File: config.mk
export PLATFORM = sky130hd
export DESIGN_NAME = dmx512_rdm_receive_framer_core
export DESIGN_NICKNAME = d
export VERILOG_FILES = /design/src/hdl/dmxr_pkg.sv /design/src/hdl/dmxr_front.sv /design/src/hdl/dmxr_queue.sv /design/src/hdl/dmxr_back.sv /design/src/hdl/dmx512_rdm_receive_framer_core.sv
export SDC_FILE = /design/constraint.sdc
export NUM_CORES = 1
export LEC_CHECK = 0
export BUFFER_PORTS_ARGS = -buffer_cell sky130_fd_sc_hd__buf_2
export CORE_UTILIZATION = 50
export DETAILED_ROUTE_END_ITERATION = 12
export PLACE_DENSITY = 0.68
export SLEW_MARGIN = 20
export SYNTH_ARGS = -nofsm -noshare
export SYNTH_HDL_FRONTEND = slang
export SYNTH_SLANG_ARGS = --single-unit
File: constraint.sdc
create_clock -name clk -period 7.4 [get_ports clk]
set_input_delay 0.74 -clock clk [delete_from_list [all_inputs] [get_ports clk]]
set_output_delay 0.74 -clock clk [all_outputs]
set_load 0.01 [all_outputs]
File: src/hdl/dmxr_pkg.sv
package dmxr_pkg;

    localparam int DMX_SLOTS_DEF     = 512;
    localparam int RING_DEPTH_DEF    = 16;
    localparam int RDM_BUF_BYTES_DEF = 512;
    localparam int UID_BYTES         = 6;
    localparam int EUID_BYTES        = 2 * UID_BYTES;
    localparam int DISC_CS_BYTES     = 4;
    localparam int QUEUE_DEPTH       = 4;

    // write position holds up to RDM_BUF_BYTES (1024 at most)
    localparam int WPOS_W = 11;

    localparam logic [7:0] SC_DMX      = 8'h00;
    localparam logic [7:0] SC_RDM      = 8'hCC;
    localparam logic [7:0] SUB_SC_RDM  = 8'h01;
    localparam logic [7:0] DISC_PRE    = 8'hFE;
    localparam logic [7:0] DISC_SEP    = 8'hAA;

    localparam logic [1:0] REQ_BREAK   = 2'd0;
    localparam logic [1:0] REQ_BYTE    = 2'd1;
    localparam logic [1:0] REQ_TIMER   = 2'd2;
    localparam logic [1:0] REQ_RELEASE = 2'd3;

    localparam logic [2:0] EV_NONE     = 3'd0;
    localparam logic [2:0] EV_DMX_SLOT = 3'd1;
    localparam logic [2:0] EV_RDM_BYTE = 3'd2;
    localparam logic [2:0] EV_DMX_DONE = 3'd3;
    localparam logic [2:0] EV_COMMIT   = 3'd4;
    localparam logic [2:0] EV_DROP     = 3'd5;
    localparam logic [2:0] EV_HANDOUT  = 3'd6;
    localparam logic [2:0] EV_EMPTY    = 3'd7;

    typedef struct packed {
        logic [1:0]  req_type;
        logic [7:0]  rx_byte;
        logic [31:0] time_us;
    } dmxr_req_t;

    typedef struct packed {
        logic [2:0]  event_code;
        logic [9:0]  byte_position;
        logic [7:0]  byte_out;
        logic [3:0]  ring_slot;
        logic [9:0]  slots_in_frame;
        logic [31:0] break_interval_us;
        logic [31:0] slot_interval_us;
        logic [31:0] dmx_frame_count;
        logic [31:0] rdm_frame_count;
        logic [31:0] commit_time_us;
    } dmxr_res_t;

    typedef struct packed {
        logic is_dmx_sc;
        logic is_rdm_sc;
        logic is_disc_pre;
        logic is_disc_sep;
    } dmxr_flags_t;

    typedef struct packed {
        logic [1:0]  kind;
        dmxr_flags_t flags;
        logic [7:0]  rx_byte;
        logic [31:0] time_us;
    } dmxr_item_t;

endpackage

File: src/hdl/dmxr_front.sv
module dmxr_front (
    input  logic               clk,
    input  logic               rst_n,
    input  logic               req_valid,
    output logic               req_stall,
    input  dmxr_pkg::dmxr_req_t  req,
    output logic               q_push,
    output dmxr_pkg::dmxr_item_t q_item,
    input  logic               q_full
);
    import dmxr_pkg::*;

    logic       front_valid_reg;
    logic       front_valid_next;
    dmxr_item_t item_reg;
    dmxr_item_t item_next;
    logic       accept;

    assign q_push    = front_valid_reg && !q_full;
    assign req_stall = front_valid_reg && q_full;
    assign accept    = req_valid && !req_stall;
    assign q_item    = item_reg;

    always_comb
    begin
        item_next.rx_byte            = req.rx_byte;
        item_next.time_us            = req.time_us;
        item_next.flags.is_dmx_sc    = (req.rx_byte == SC_DMX);
        item_next.flags.is_rdm_sc    = (req.rx_byte == SC_RDM);
        item_next.flags.is_disc_pre  = (req.rx_byte == DISC_PRE);
        item_next.flags.is_disc_sep  = (req.rx_byte == DISC_SEP);
        unique case (req.req_type)
            REQ_BREAK:   item_next.kind = REQ_BREAK;
            REQ_BYTE:    item_next.kind = REQ_BYTE;
            REQ_TIMER:   item_next.kind = REQ_TIMER;
            default:     item_next.kind = REQ_RELEASE;
        endcase
    end

    always_comb
    begin
        if (accept)
        begin
            front_valid_next = 1'b1;
        end
        else if (q_push)
        begin
            front_valid_next = 1'b0;
        end
        else
        begin
            front_valid_next = front_valid_reg;
        end
    end

    always_ff @(posedge clk or negedge rst_n)
    begin
        if (!rst_n)
        begin
            front_valid_reg <= 1'b0;
        end
        else
        begin
            front_valid_reg <= front_valid_next;
        end
    end

    always_ff @(posedge clk)
    begin
        if (accept)
        begin
            item_reg <= item_next;
        end
    end

endmodule

File: src/hdl/dmxr_queue.sv
module dmxr_queue #(
    parameter int DEPTH = dmxr_pkg::QUEUE_DEPTH
) (
    input  logic               clk,
    input  logic               rst_n,
    input  logic               push,
    input  dmxr_pkg::dmxr_item_t wdata,
    output logic               full,
    input  logic               pop,
    output dmxr_pkg::dmxr_item_t rdata,
    output logic               empty
);
    import dmxr_pkg::*;

    localparam int AW = (DEPTH > 1) ? $clog2(DEPTH) : 1;
    localparam int CW = $clog2(DEPTH + 1);

    dmxr_item_t     mem [DEPTH];
    logic [AW-1:0]  wr_ptr_reg;
    logic [AW-1:0]  wr_ptr_next;
    logic [AW-1:0]  rd_ptr_reg;
    logic [AW-1:0]  rd_ptr_next;
    logic [CW-1:0]  count_reg;
    logic [CW-1:0]  count_next;

    assign full  = (count_reg == CW'(DEPTH));
    assign empty = (count_reg == '0);
    assign rdata = mem[rd_ptr_reg];

    always_comb
    begin
        wr_ptr_next = wr_ptr_reg;
        rd_ptr_next = rd_ptr_reg;
        count_next  = count_reg;
        if (push)
        begin
            wr_ptr_next = (wr_ptr_reg == AW'(DEPTH - 1)) ? '0 : wr_ptr_reg + AW'(1);
        end
        if (pop)
        begin
            rd_ptr_next = (rd_ptr_reg == AW'(DEPTH - 1)) ? '0 : rd_ptr_reg + AW'(1);
        end
        if (push && !pop)
        begin
            count_next = count_reg + CW'(1);
        end
        else if (pop && !push)
        begin
            count_next = count_reg - CW'(1);
        end
    end

    always_ff @(posedge clk or negedge rst_n)
    begin
        if (!rst_n)
        begin
            wr_ptr_reg <= '0;
            rd_ptr_reg <= '0;
            count_reg  <= '0;
        end
        else
        begin
            wr_ptr_reg <= wr_ptr_next;
            rd_ptr_reg <= rd_ptr_next;
            count_reg  <= count_next;
        end
    end

    always_ff @(posedge clk)
    begin
        if (push)
        begin
            mem[wr_ptr_reg] <= wdata;
        end
    end

`ifndef SYNTHESIS
    a_count_bound: assert property (@(posedge clk) disable iff (!rst_n)
        count_reg <= CW'(DEPTH))
        else $error("queue count above depth");

    a_no_underflow: assert property (@(posedge clk) disable iff (!rst_n)
        pop |-> !empty)
        else $error("queue popped while empty");

    a_count_track: assert property (@(posedge clk) disable iff (!rst_n)
        (push && !pop) |=> count_reg == $past(count_reg) + CW'(1))
        else $error("queue count lost a push");
`endif

endmodule

File: src/hdl/dmxr_back.sv
module dmxr_back #(
    parameter int DMX_SLOTS     = dmxr_pkg::DMX_SLOTS_DEF,
    parameter int RING_DEPTH    = dmxr_pkg::RING_DEPTH_DEF,
    parameter int RDM_BUF_BYTES = dmxr_pkg::RDM_BUF_BYTES_DEF
) (
    input  logic               clk,
    input  logic               rst_n,
    input  logic               cfg_wr_en,
    input  logic               cfg_wr_data,
    input  logic               q_empty,
    input  dmxr_pkg::dmxr_item_t q_item,
    output logic               q_pop,
    output logic               res_valid,
    input  logic               res_stall,
    output dmxr_pkg::dmxr_res_t  res
);
    import dmxr_pkg::*;

    localparam int RW = $clog2(RING_DEPTH);

    localparam logic [3:0] PH_IDLE  = 4'd0;
    localparam logic [3:0] PH_BREAK = 4'd1;
    localparam logic [3:0] PH_DMX   = 4'd2;
    localparam logic [3:0] PH_RDM   = 4'd3;
    localparam logic [3:0] PH_CSH   = 4'd4;
    localparam logic [3:0] PH_CSL   = 4'd5;
    localparam logic [3:0] PH_DFE   = 4'd6;
    localparam logic [3:0] PH_DEUID = 4'd7;
    localparam logic [3:0] PH_DCS   = 4'd8;

    logic              disc_en_reg;
    logic [3:0]        phase_reg,      phase_next;
    logic [WPOS_W-1:0] wpos_reg,       wpos_next;
    logic [15:0]       sum_reg,        sum_next;
    logic [7:0]        len_reg,        len_next;
    logic [7:0]        sub_reg,        sub_next;
    logic [3:0]        disc_reg,       disc_next;
    logic [RW-1:0]     head_reg,       head_next;
    logic [RW-1:0]     tail_reg,       tail_next;
    logic [31:0]       last_byte_reg,  last_byte_next;
    logic [31:0]       last_brk_reg,   last_brk_next;
    logic [31:0]       gap_slot_reg,   gap_slot_next;
    logic [31:0]       gap_brk_reg,    gap_brk_next;
    logic [31:0]       dmx_cnt_reg,    dmx_cnt_next;
    logic [31:0]       rdm_cnt_reg,    rdm_cnt_next;
    logic [31:0]       commit_t_reg,   commit_t_next;
    logic [9:0]        fslots_reg,     fslots_next;
    logic              res_valid_reg,  res_valid_next;
    dmxr_res_t         res_reg,        res_next;

    logic [2:0]        code;
    logic [9:0]        pos;
    logic [7:0]        val;
    logic [3:0]        slot;
    logic [WPOS_W-1:0] wpos_inc;
    logic [RW-1:0]     head_inc;
    logic [RW-1:0]     tail_inc;
    logic [RW+3:0]     head_ext;
    logic [RW+3:0]     tail_ext;

    assign q_pop    = !q_empty && (!res_valid_reg || !res_stall);
    assign wpos_inc = wpos_reg + WPOS_W'(1);
    assign head_inc = (head_reg == RW'(RING_DEPTH - 1)) ? '0 : head_reg + RW'(1);
    assign tail_inc = (tail_reg == RW'(RING_DEPTH - 1)) ? '0 : tail_reg + RW'(1);
    assign head_ext = {4'b0000, head_reg};
    assign tail_ext = {4'b0000, tail_reg};

    always_comb
    begin
        phase_next     = phase_reg;
        wpos_next      = wpos_reg;
        sum_next       = sum_reg;
        len_next       = len_reg;
        sub_next       = sub_reg;
        disc_next      = disc_reg;
        head_next      = head_reg;
        tail_next      = tail_reg;
        last_byte_next = last_byte_reg;
        last_brk_next  = last_brk_reg;
        gap_slot_next  = gap_slot_reg;
        gap_brk_next   = gap_brk_reg;
        dmx_cnt_next   = dmx_cnt_reg;
        rdm_cnt_next   = rdm_cnt_reg;
        commit_t_next  = commit_t_reg;
        fslots_next    = fslots_reg;
        code           = EV_NONE;
        pos            = '0;
        val            = '0;
        slot           = '0;

        if (q_pop)
        begin
            unique case (q_item.kind)
                REQ_BREAK:
                begin
                    phase_next     = PH_BREAK;
                    gap_brk_next   = q_item.time_us - last_brk_reg;
                    last_brk_next  = q_item.time_us;
                    last_byte_next = q_item.time_us;
                end
                REQ_BYTE:
                begin
                    last_byte_next = q_item.time_us;
                    unique case (phase_reg)
                        PH_IDLE:
                        begin
                            if (disc_en_reg && q_item.flags.is_disc_pre)
                            begin
                                phase_next = PH_DFE;
                                wpos_next  = WPOS_W'(1);
                                code       = EV_RDM_BYTE;
                                val        = q_item.rx_byte;
                                slot       = head_ext[3:0];
                            end
                        end
                        PH_BREAK:
                        begin
                            if (q_item.flags.is_dmx_sc)
                            begin
                                phase_next   = PH_DMX;
                                wpos_next    = WPOS_W'(1);
                                dmx_cnt_next = dmx_cnt_reg + 32'd1;
                                code         = EV_DMX_SLOT;
                            end
                            else if (q_item.flags.is_rdm_sc)
                            begin
                                phase_next   = PH_RDM;
                                wpos_next    = WPOS_W'(1);
                                sum_next     = {8'h00, SC_RDM};
                                rdm_cnt_next = rdm_cnt_reg + 32'd1;
                                code         = EV_RDM_BYTE;
                                val          = q_item.rx_byte;
                                slot         = head_ext[3:0];
                            end
                            else
                            begin
                                phase_next = PH_IDLE;
                            end
                        end
                        PH_DMX:
                        begin
                            pos           = wpos_reg[9:0];
                            val           = q_item.rx_byte;
                            code          = EV_DMX_SLOT;
                            wpos_next     = wpos_inc;
                            gap_slot_next = q_item.time_us - last_byte_reg;
                            if (wpos_inc > WPOS_W'(DMX_SLOTS))
                            begin
                                phase_next  = PH_IDLE;
                                fslots_next = 10'(DMX_SLOTS);
                                code        = EV_DMX_DONE;
                            end
                        end
                        PH_RDM, PH_CSH, PH_CSL, PH_DFE, PH_DEUID, PH_DCS:
                        begin
                            slot = head_ext[3:0];
                            if (phase_reg == PH_DFE && !q_item.flags.is_disc_pre
                                && !q_item.flags.is_disc_sep)
                            begin
                                phase_next = PH_IDLE;
                                code       = EV_DROP;
                            end
                            else if (wpos_reg >= WPOS_W'(RDM_BUF_BYTES))
                            begin
                                // buffer full: byte is not stored
                                phase_next = PH_IDLE;
                                code       = EV_DROP;
                            end
                            else
                            begin
                                pos       = wpos_reg[9:0];
                                wpos_next = wpos_inc;
                                code      = EV_RDM_BYTE;
                                val       = q_item.rx_byte;
                                unique case (phase_reg)
                                    PH_RDM:
                                    begin
                                        sum_next = sum_reg + {8'h00, q_item.rx_byte};
                                        if (wpos_reg == WPOS_W'(1))
                                        begin
                                            sub_next = q_item.rx_byte;
                                        end
                                        if (wpos_reg == WPOS_W'(2))
                                        begin
                                            len_next = q_item.rx_byte;
                                        end
                                        if (wpos_inc >= WPOS_W'(3)
                                            && wpos_inc == WPOS_W'(len_next))
                                        begin
                                            phase_next = PH_CSH;
                                        end
                                    end
                                    PH_CSH:
                                    begin
                                        sum_next   = sum_reg - {q_item.rx_byte, 8'h00};
                                        phase_next = PH_CSL;
                                    end
                                    PH_CSL:
                                    begin
                                        sum_next   = sum_reg - {8'h00, q_item.rx_byte};
                                        phase_next = PH_IDLE;
                                        if (sum_next == 16'h0000 && sub_reg == SUB_SC_RDM)
                                        begin
                                            head_next     = head_inc;
                                            commit_t_next = q_item.time_us;
                                            code          = EV_COMMIT;
                                        end
                                        else
                                        begin
                                            code = EV_DROP;
                                        end
                                    end
                                    PH_DFE:
                                    begin
                                        if (q_item.flags.is_disc_sep)
                                        begin
                                            phase_next = PH_DEUID;
                                            disc_next  = '0;
                                        end
                                    end
                                    PH_DEUID:
                                    begin
                                        disc_next = disc_reg + 4'd1;
                                        if (disc_next == 4'(EUID_BYTES))
                                        begin
                                            phase_next = PH_DCS;
                                            disc_next  = '0;
                                        end
                                    end
                                    default:
                                    begin
                                        // discovery checksum bytes, committed unchecked
                                        disc_next = disc_reg + 4'd1;
                                        if (disc_next == 4'(DISC_CS_BYTES))
                                        begin
                                            disc_next     = '0;
                                            phase_next    = PH_IDLE;
                                            head_next     = head_inc;
                                            commit_t_next = q_item.time_us;
                                            code          = EV_COMMIT;
                                        end
                                    end
                                endcase
                            end
                        end
                        default:
                        begin
                        end
                    endcase
                end
                REQ_TIMER:
                begin
                    if (phase_reg == PH_DMX
                        && (q_item.time_us - last_byte_reg) > gap_slot_reg)
                    begin
                        phase_next  = PH_IDLE;
                        fslots_next = 10'(wpos_reg - WPOS_W'(1));
                        code        = EV_DMX_DONE;
                    end
                end
                default:
                begin
                    if (head_reg == tail_reg)
                    begin
                        code = EV_EMPTY;
                    end
                    else
                    begin
                        code      = EV_HANDOUT;
                        slot      = tail_ext[3:0];
                        tail_next = tail_inc;
                    end
                end
            endcase
        end
    end

    always_comb
    begin
        res_next.event_code        = code;
        res_next.byte_position     = pos;
        res_next.byte_out          = val;
        res_next.ring_slot         = slot;
        res_next.slots_in_frame    = fslots_next;
        res_next.break_interval_us = gap_brk_next;
        res_next.slot_interval_us  = gap_slot_next;
        res_next.dmx_frame_count   = dmx_cnt_next;
        res_next.rdm_frame_count   = rdm_cnt_next;
        res_next.commit_time_us    = commit_t_next;
        if (q_pop)
        begin
            res_valid_next = 1'b1;
        end
        else
        begin
            res_valid_next = res_valid_reg && res_stall;
        end
    end

    always_ff @(posedge clk or negedge rst_n)
    begin
        if (!rst_n)
        begin
            disc_en_reg   <= 1'b0;
            phase_reg     <= PH_IDLE;
            wpos_reg      <= '0;
            sum_reg       <= '0;
            len_reg       <= '0;
            sub_reg       <= '0;
            disc_reg      <= '0;
            head_reg      <= '0;
            tail_reg      <= '0;
            last_byte_reg <= '0;
            last_brk_reg  <= '0;
            gap_slot_reg  <= '0;
            gap_brk_reg   <= '0;
            dmx_cnt_reg   <= '0;
            rdm_cnt_reg   <= '0;
            commit_t_reg  <= '0;
            fslots_reg    <= '0;
            res_valid_reg <= 1'b0;
        end
        else
        begin
            if (cfg_wr_en)
            begin
                disc_en_reg <= cfg_wr_data;
            end
            phase_reg     <= phase_next;
            wpos_reg      <= wpos_next;
            sum_reg       <= sum_next;
            len_reg       <= len_next;
            sub_reg       <= sub_next;
            disc_reg      <= disc_next;
            head_reg      <= head_next;
            tail_reg      <= tail_next;
            last_byte_reg <= last_byte_next;
            last_brk_reg  <= last_brk_next;
            gap_slot_reg  <= gap_slot_next;
            gap_brk_reg   <= gap_brk_next;
            dmx_cnt_reg   <= dmx_cnt_next;
            rdm_cnt_reg   <= rdm_cnt_next;
            commit_t_reg  <= commit_t_next;
            fslots_reg    <= fslots_next;
            res_valid_reg <= res_valid_next;
        end
    end

    always_ff @(posedge clk)
    begin
        if (q_pop)
        begin
            res_reg <= res_next;
        end
    end

    assign res_valid = res_valid_reg;
    assign res       = res_reg;

`ifndef SYNTHESIS
    a_dmx_pos: assert property (@(posedge clk) disable iff (!rst_n)
        phase_reg == PH_DMX |-> (wpos_reg >= WPOS_W'(1) && wpos_reg <= WPOS_W'(DMX_SLOTS)))
        else $error("dmx write position out of frame");

    a_disc_bound: assert property (@(posedge clk) disable iff (!rst_n)
        disc_reg < 4'(EUID_BYTES))
        else $error("discovery byte count out of range");
`endif

endmodule

File: src/hdl/dmx512_rdm_receive_framer_core.sv
// DMX512 / RDM receive framer. Each request item (break, received byte, timer check or
// release of the oldest RDM frame) yields exactly one result item carrying a store
// event and the current frame statistics. The front stage classifies the byte and
// feeds a four-entry queue; the back stage runs the framing state machine, updating all
// of its state at once, and registers the result. Sustained rate is one item per clock
// while neither side stalls; an accepted item passes from the front register into the
// queue and from the queue into the result register. Either side may stall
// independently. discovery_enable may be written only while no item is in flight.
module dmx512_rdm_receive_framer_core #(
    parameter int DMX_SLOTS     = dmxr_pkg::DMX_SLOTS_DEF,
    parameter int RING_DEPTH    = dmxr_pkg::RING_DEPTH_DEF,
    parameter int RDM_BUF_BYTES = dmxr_pkg::RDM_BUF_BYTES_DEF
) (
    input  logic              clk,
    input  logic              rst_n,
    input  logic              cfg_wr_en,
    input  logic              cfg_wr_data,
    input  logic              req_valid,
    output logic              req_stall,
    input  dmxr_pkg::dmxr_req_t req,
    output logic              res_valid,
    input  logic              res_stall,
    output dmxr_pkg::dmxr_res_t res
);
    import dmxr_pkg::*;

    logic       q_push;
    logic       q_full;
    logic       q_pop;
    logic       q_empty;
    dmxr_item_t q_wdata;
    dmxr_item_t q_rdata;

    dmxr_front u_front (
        .clk       (clk),
        .rst_n     (rst_n),
        .req_valid (req_valid),
        .req_stall (req_stall),
        .req       (req),
        .q_push    (q_push),
        .q_item    (q_wdata),
        .q_full    (q_full)
    );

    dmxr_queue #(
        .DEPTH (QUEUE_DEPTH)
    ) u_queue (
        .clk   (clk),
        .rst_n (rst_n),
        .push  (q_push),
        .wdata (q_wdata),
        .full  (q_full),
        .pop   (q_pop),
        .rdata (q_rdata),
        .empty (q_empty)
    );

    dmxr_back #(
        .DMX_SLOTS     (DMX_SLOTS),
        .RING_DEPTH    (RING_DEPTH),
        .RDM_BUF_BYTES (RDM_BUF_BYTES)
    ) u_back (
        .clk         (clk),
        .rst_n       (rst_n),
        .cfg_wr_en   (cfg_wr_en),
        .cfg_wr_data (cfg_wr_data),
        .q_empty     (q_empty),
        .q_item      (q_rdata),
        .q_pop       (q_pop),
        .res_valid   (res_valid),
        .res_stall   (res_stall),
        .res         (res)
    );

endmodule
==> results.py <==
metrics = {
    "layout": {
        "syn2layout_area_growth_pct": 14.3,
        "final_common_cell": "edfxtp_1",
        "n_fill_cell": 5081,
        "layout-drive-gt1-share_pct": 20.5,
        "mostFrequentLayoutCells": "edfxtp_1 (425), dfrtp_1 (301), buf_2 (243)",
        "ff_latch_area_sq_mm": 0.0203,
        "multi_input_area_sq_mm": 0.0116,
        "final_core_util_pct": 58.1,
        "num-nets-final": 2978,
        "final_area_sq_mm": 0.0377,
        "largest_reg_flops": 195,
    },
    "setup_path": {
        "worst_path_largest_cell_delay_ps": 750,
        "worstPathCellList": "mux4_2, inv_1, ha_1, inv_1, fa_1, a21oi_1, nor2_1, o21ai_0, a21oi_1, a41o_1, a221o_1, a211o_1, a21oi_1, xnor2_1, ha_1, nand4_1, nor2_1, nand3_1, nor3_1, o2111ai_1, o21ai_0, nor2_1, a2111oi_4, mux2_2",
        "cp-startpoint": "u_queue.rd_ptr_reg[0]",
        "cp_max_fo": 4,
        "crit_arrival_ps": 7390,
        "cp-start-kind": "register",
        "reg2reg_from": "u_queue.rd_ptr_reg[0]",
        "slowest_stage": "o21ai_0",
        "path_buf_inv": 2,
        "path_delay_family": "compound AO/OA/AOI/OAI gates",
        "end_kind": "register",
        "ff2ff_setup_slack_ps": 510,
        "critPathKind": "reg -> reg",
        "cp_data_required_time_ps": 7890,
    },
    "pwr": {
        "power.leakage_uw": 0.0158,
        "pwr-share-seq_pct": 31.7,
        "p_sw_uw": 7640,
        "p_int_uw": 11400,
        "p_sw_share_pct": 40.0,
        "powerDensity_mw_per_mm2": 506,
        "irDropWorstVdd_v": 0.000232,
        "clkPwrFrac_pct": 20.6,
        "combPwrFrac_pct": 47.7,
    },
    "detailed_routing": {
        "drt_iter0_drc": 1642,
        "routedWlPerCell_um": 20.1,
        "ant_nets": 0,
        "first_pass_iters": 6,
        "drc": 0,
        "num_vias": 20700,
        "drt-total-wl_um": 74400,
        "vias_per_cell": 5.59,
    },
    "die": {
        "die_h_um": 259,
        "dieArea_sq_mm": 0.0670,
        "core_area_sq_mm": 0.0648,
        "start_util_pct": 50.9,
        "ios": 245,
        "row_count": 93,
        "die-width_um": 259,
    },
    "clock_network": {
        "cts_sinks": 728,
        "cts_max_level": 3,
        "cts-root-buf": "clkbuf_16",
        "hold_buffers": 0,
        "clock_tree.buffer_depth": 3,
        "cts_tree": "yes",
        "clock_latency_ps": 610,
        "ctsResizeCount": 0,
        "post_cts_buffers": 0,
        "numCtsBuffers": 77,
        "clk_pin_slew_ps": 60,
    },
    "timing": {
        "setup-tns-final_ps": 0,
        "max_freq_ghz": 0.145,
        "setup_viol": 0,
        "worst_pin_slew_ps": 1100,
        "slew_violations": 0,
        "period_needed_ps": 6890,
        "max-slew-margin-rel_pct": 26.4,
        "finalHoldViolCount": 0,
        "fin_crit_sh_pct": 93.2,
        "rsz0062_at_grt": "false",
        "finalClockSkew_ps": 19.7,
    },
    "global_route": {
        "grt_max_degree": 138,
        "antenna_found_initial": 5,
        "gr-total-overflow": 0,
        "grt_usage_pct": 22.4,
        "grt_pass1_vias": 20900,
        "grt_pass1_wl_um": 117000,
    },
    "placement": {
        "place.gp.congestion": 0.891,
        "hpwlAfterDp_um": 51800,
        "dpl_cell_area_sq_mm": 0.0350,
        "io_buffers": 244,
    },
    "yosys": {
        "synthCells": 2531,
        "async_flop_share_pct": 41.6,
        "syn_avg_cell_area_sq_um": 13.0,
        "synth_fp_nets": 2722,
        "synth.yosys.seq_area_share_pct": 61.7,
        "synth.distinct_cells": 86,
        "synth_warnings": 0,
        "synth_edf_count": 425,
        "ys_seq_elements": 728,
        "synth_flop_cell": "edfxtp_1",
        "netlist_area_sq_mm": 0.0330,
    },
    "run": {
        "max_cap_violations": 0,
    },
    "hold_path": {
        "min_path_type": "in -> async",
    },
    "status": {
        "status": "complete, no violations",
    },
}
-- Yosys cell counts (33+ instances only) --
| cell type | n | area share, % |
|---|---|---|
| inv_1 | 156 | 1.8 |
| mux4_2 | 45 | 3.1 |
| nor2_1 | 117 | 1.3 |
| ha_1 | 137 | 5.2 |
| a21o_1 | 33 | 0.75 |
| mux2_2 | 109 | 3.7 |
| nand2_1 | 218 | 2.5 |
| a21oi_1 | 112 | 1.7 |
| xor2_1 | 65 | 1.7 |
| dfrtp_1 | 303 | 23 |
| nor3_1 | 37 | 0.56 |
| clkbuf_1 | 56 | 0.64 |
| and3_1 | 34 | 0.65 |
| nand3_1 | 60 | 0.91 |
| o21ai_0 | 163 | 2.5 |
| edfxtp_1 | 425 | 39 |
| xnor2_1 | 100 | 2.7 |
-- area by class of cell --
cell class,instances,share of cell area [%]
Antenna cell,2,0.0133
Clock buffer,102,5.67
Multi-Input combinational cell,1558,30.8
Inverter,156,1.57
Sequential cell,728,54.0
Clock inverter,40,1.26
Tap cell,855,2.84
Timing Repair Buffer,266,3.86
-- per-stage QoR --
stage                     total power [uW]  hold WS, ps  cells  setup WS, ps
after detailed placement             15100          465   3562           490
after CTS                            19100          169   3704           470
after global placement               14900          456   3562           663
final                                19100         93.3   3707           506
after floorplan                      12400          430   2531           714
after global routing                 20400          178   3707          41.5
-- power groups by stage --
stage / Combinational, uW / Clock, uW / Sequential, uW
2_1_floorplan: 6200 / 0 / 6210
3_3_place_gp: 8810 / 0 / 6070
5_1_grt: 10100 / 4170 / 6150
6_report: 9110 / 3930 / 6040
3_5_place_dp: 8990 / 0 / 6110
4_1_cts: 9080 / 4020 / 6040
-- final timing paths --
path | endpoint | cells after the start
setup / recovery | u_back.phase_reg[2] | 24
hold / removal | u_back.gap_brk_reg[12] | 1
setup reg to reg | u_back.phase_reg[2] | 24
hold reg to reg | u_back.dmx_cnt_reg[26] | 1
max in group asynchronous | u_back.last_byte_reg[12] | 2
min in group clk | u_front.q_item[17] | 1
-- logic make-up (layout without fill, tap and decap cells) --
kind of cell               after synthesis  in the layout  synth area share [%]
and+or+nand+nor                        613            613                  8.98
muxes                                  163            163                  7.07
adders and majority gates              143            143                  5.56
buffers and inverters                  245            564                  3.24
AOI/OAI and AO/OA                      474            474                  9.06
DFF                                    728            728                  61.7
xor gates and xnor gates               165            165                  4.38
other                                    0              2                     0
-- worst register-to-register path, stage by stage (launching register included) --
cell	delay (ps)
dfrtp_2	410
mux4_2	610
inv_1	150
ha_1	180
inv_1	60
fa_1	420
a21oi_1	180
nor2_1	90
o21ai_0	360
a21oi_1	230
a41o_1	360
a221o_1	370
a211o_1	300
a21oi_1	170
xnor2_1	90
ha_1	310
nand4_1	110
nor2_1	180
nand3_1	140
nor3_1	200
o2111ai_1	130
o21ai_0	750
nor2_1	220
a2111oi_4	380
mux2_2	390
-- layer usage --
layer / part of all wire (%) / vias up / GRT usage, %
met1: 47 / 10300 / 32.3
met3: 5.2 / 123 / 3.26
met2: 45 / 590 / 34.6
met4: 3.1 / 0 / 8.55
met5: 0 / - / 0
li1: - / 9730 / -
(Power assumes the default switching activity.)
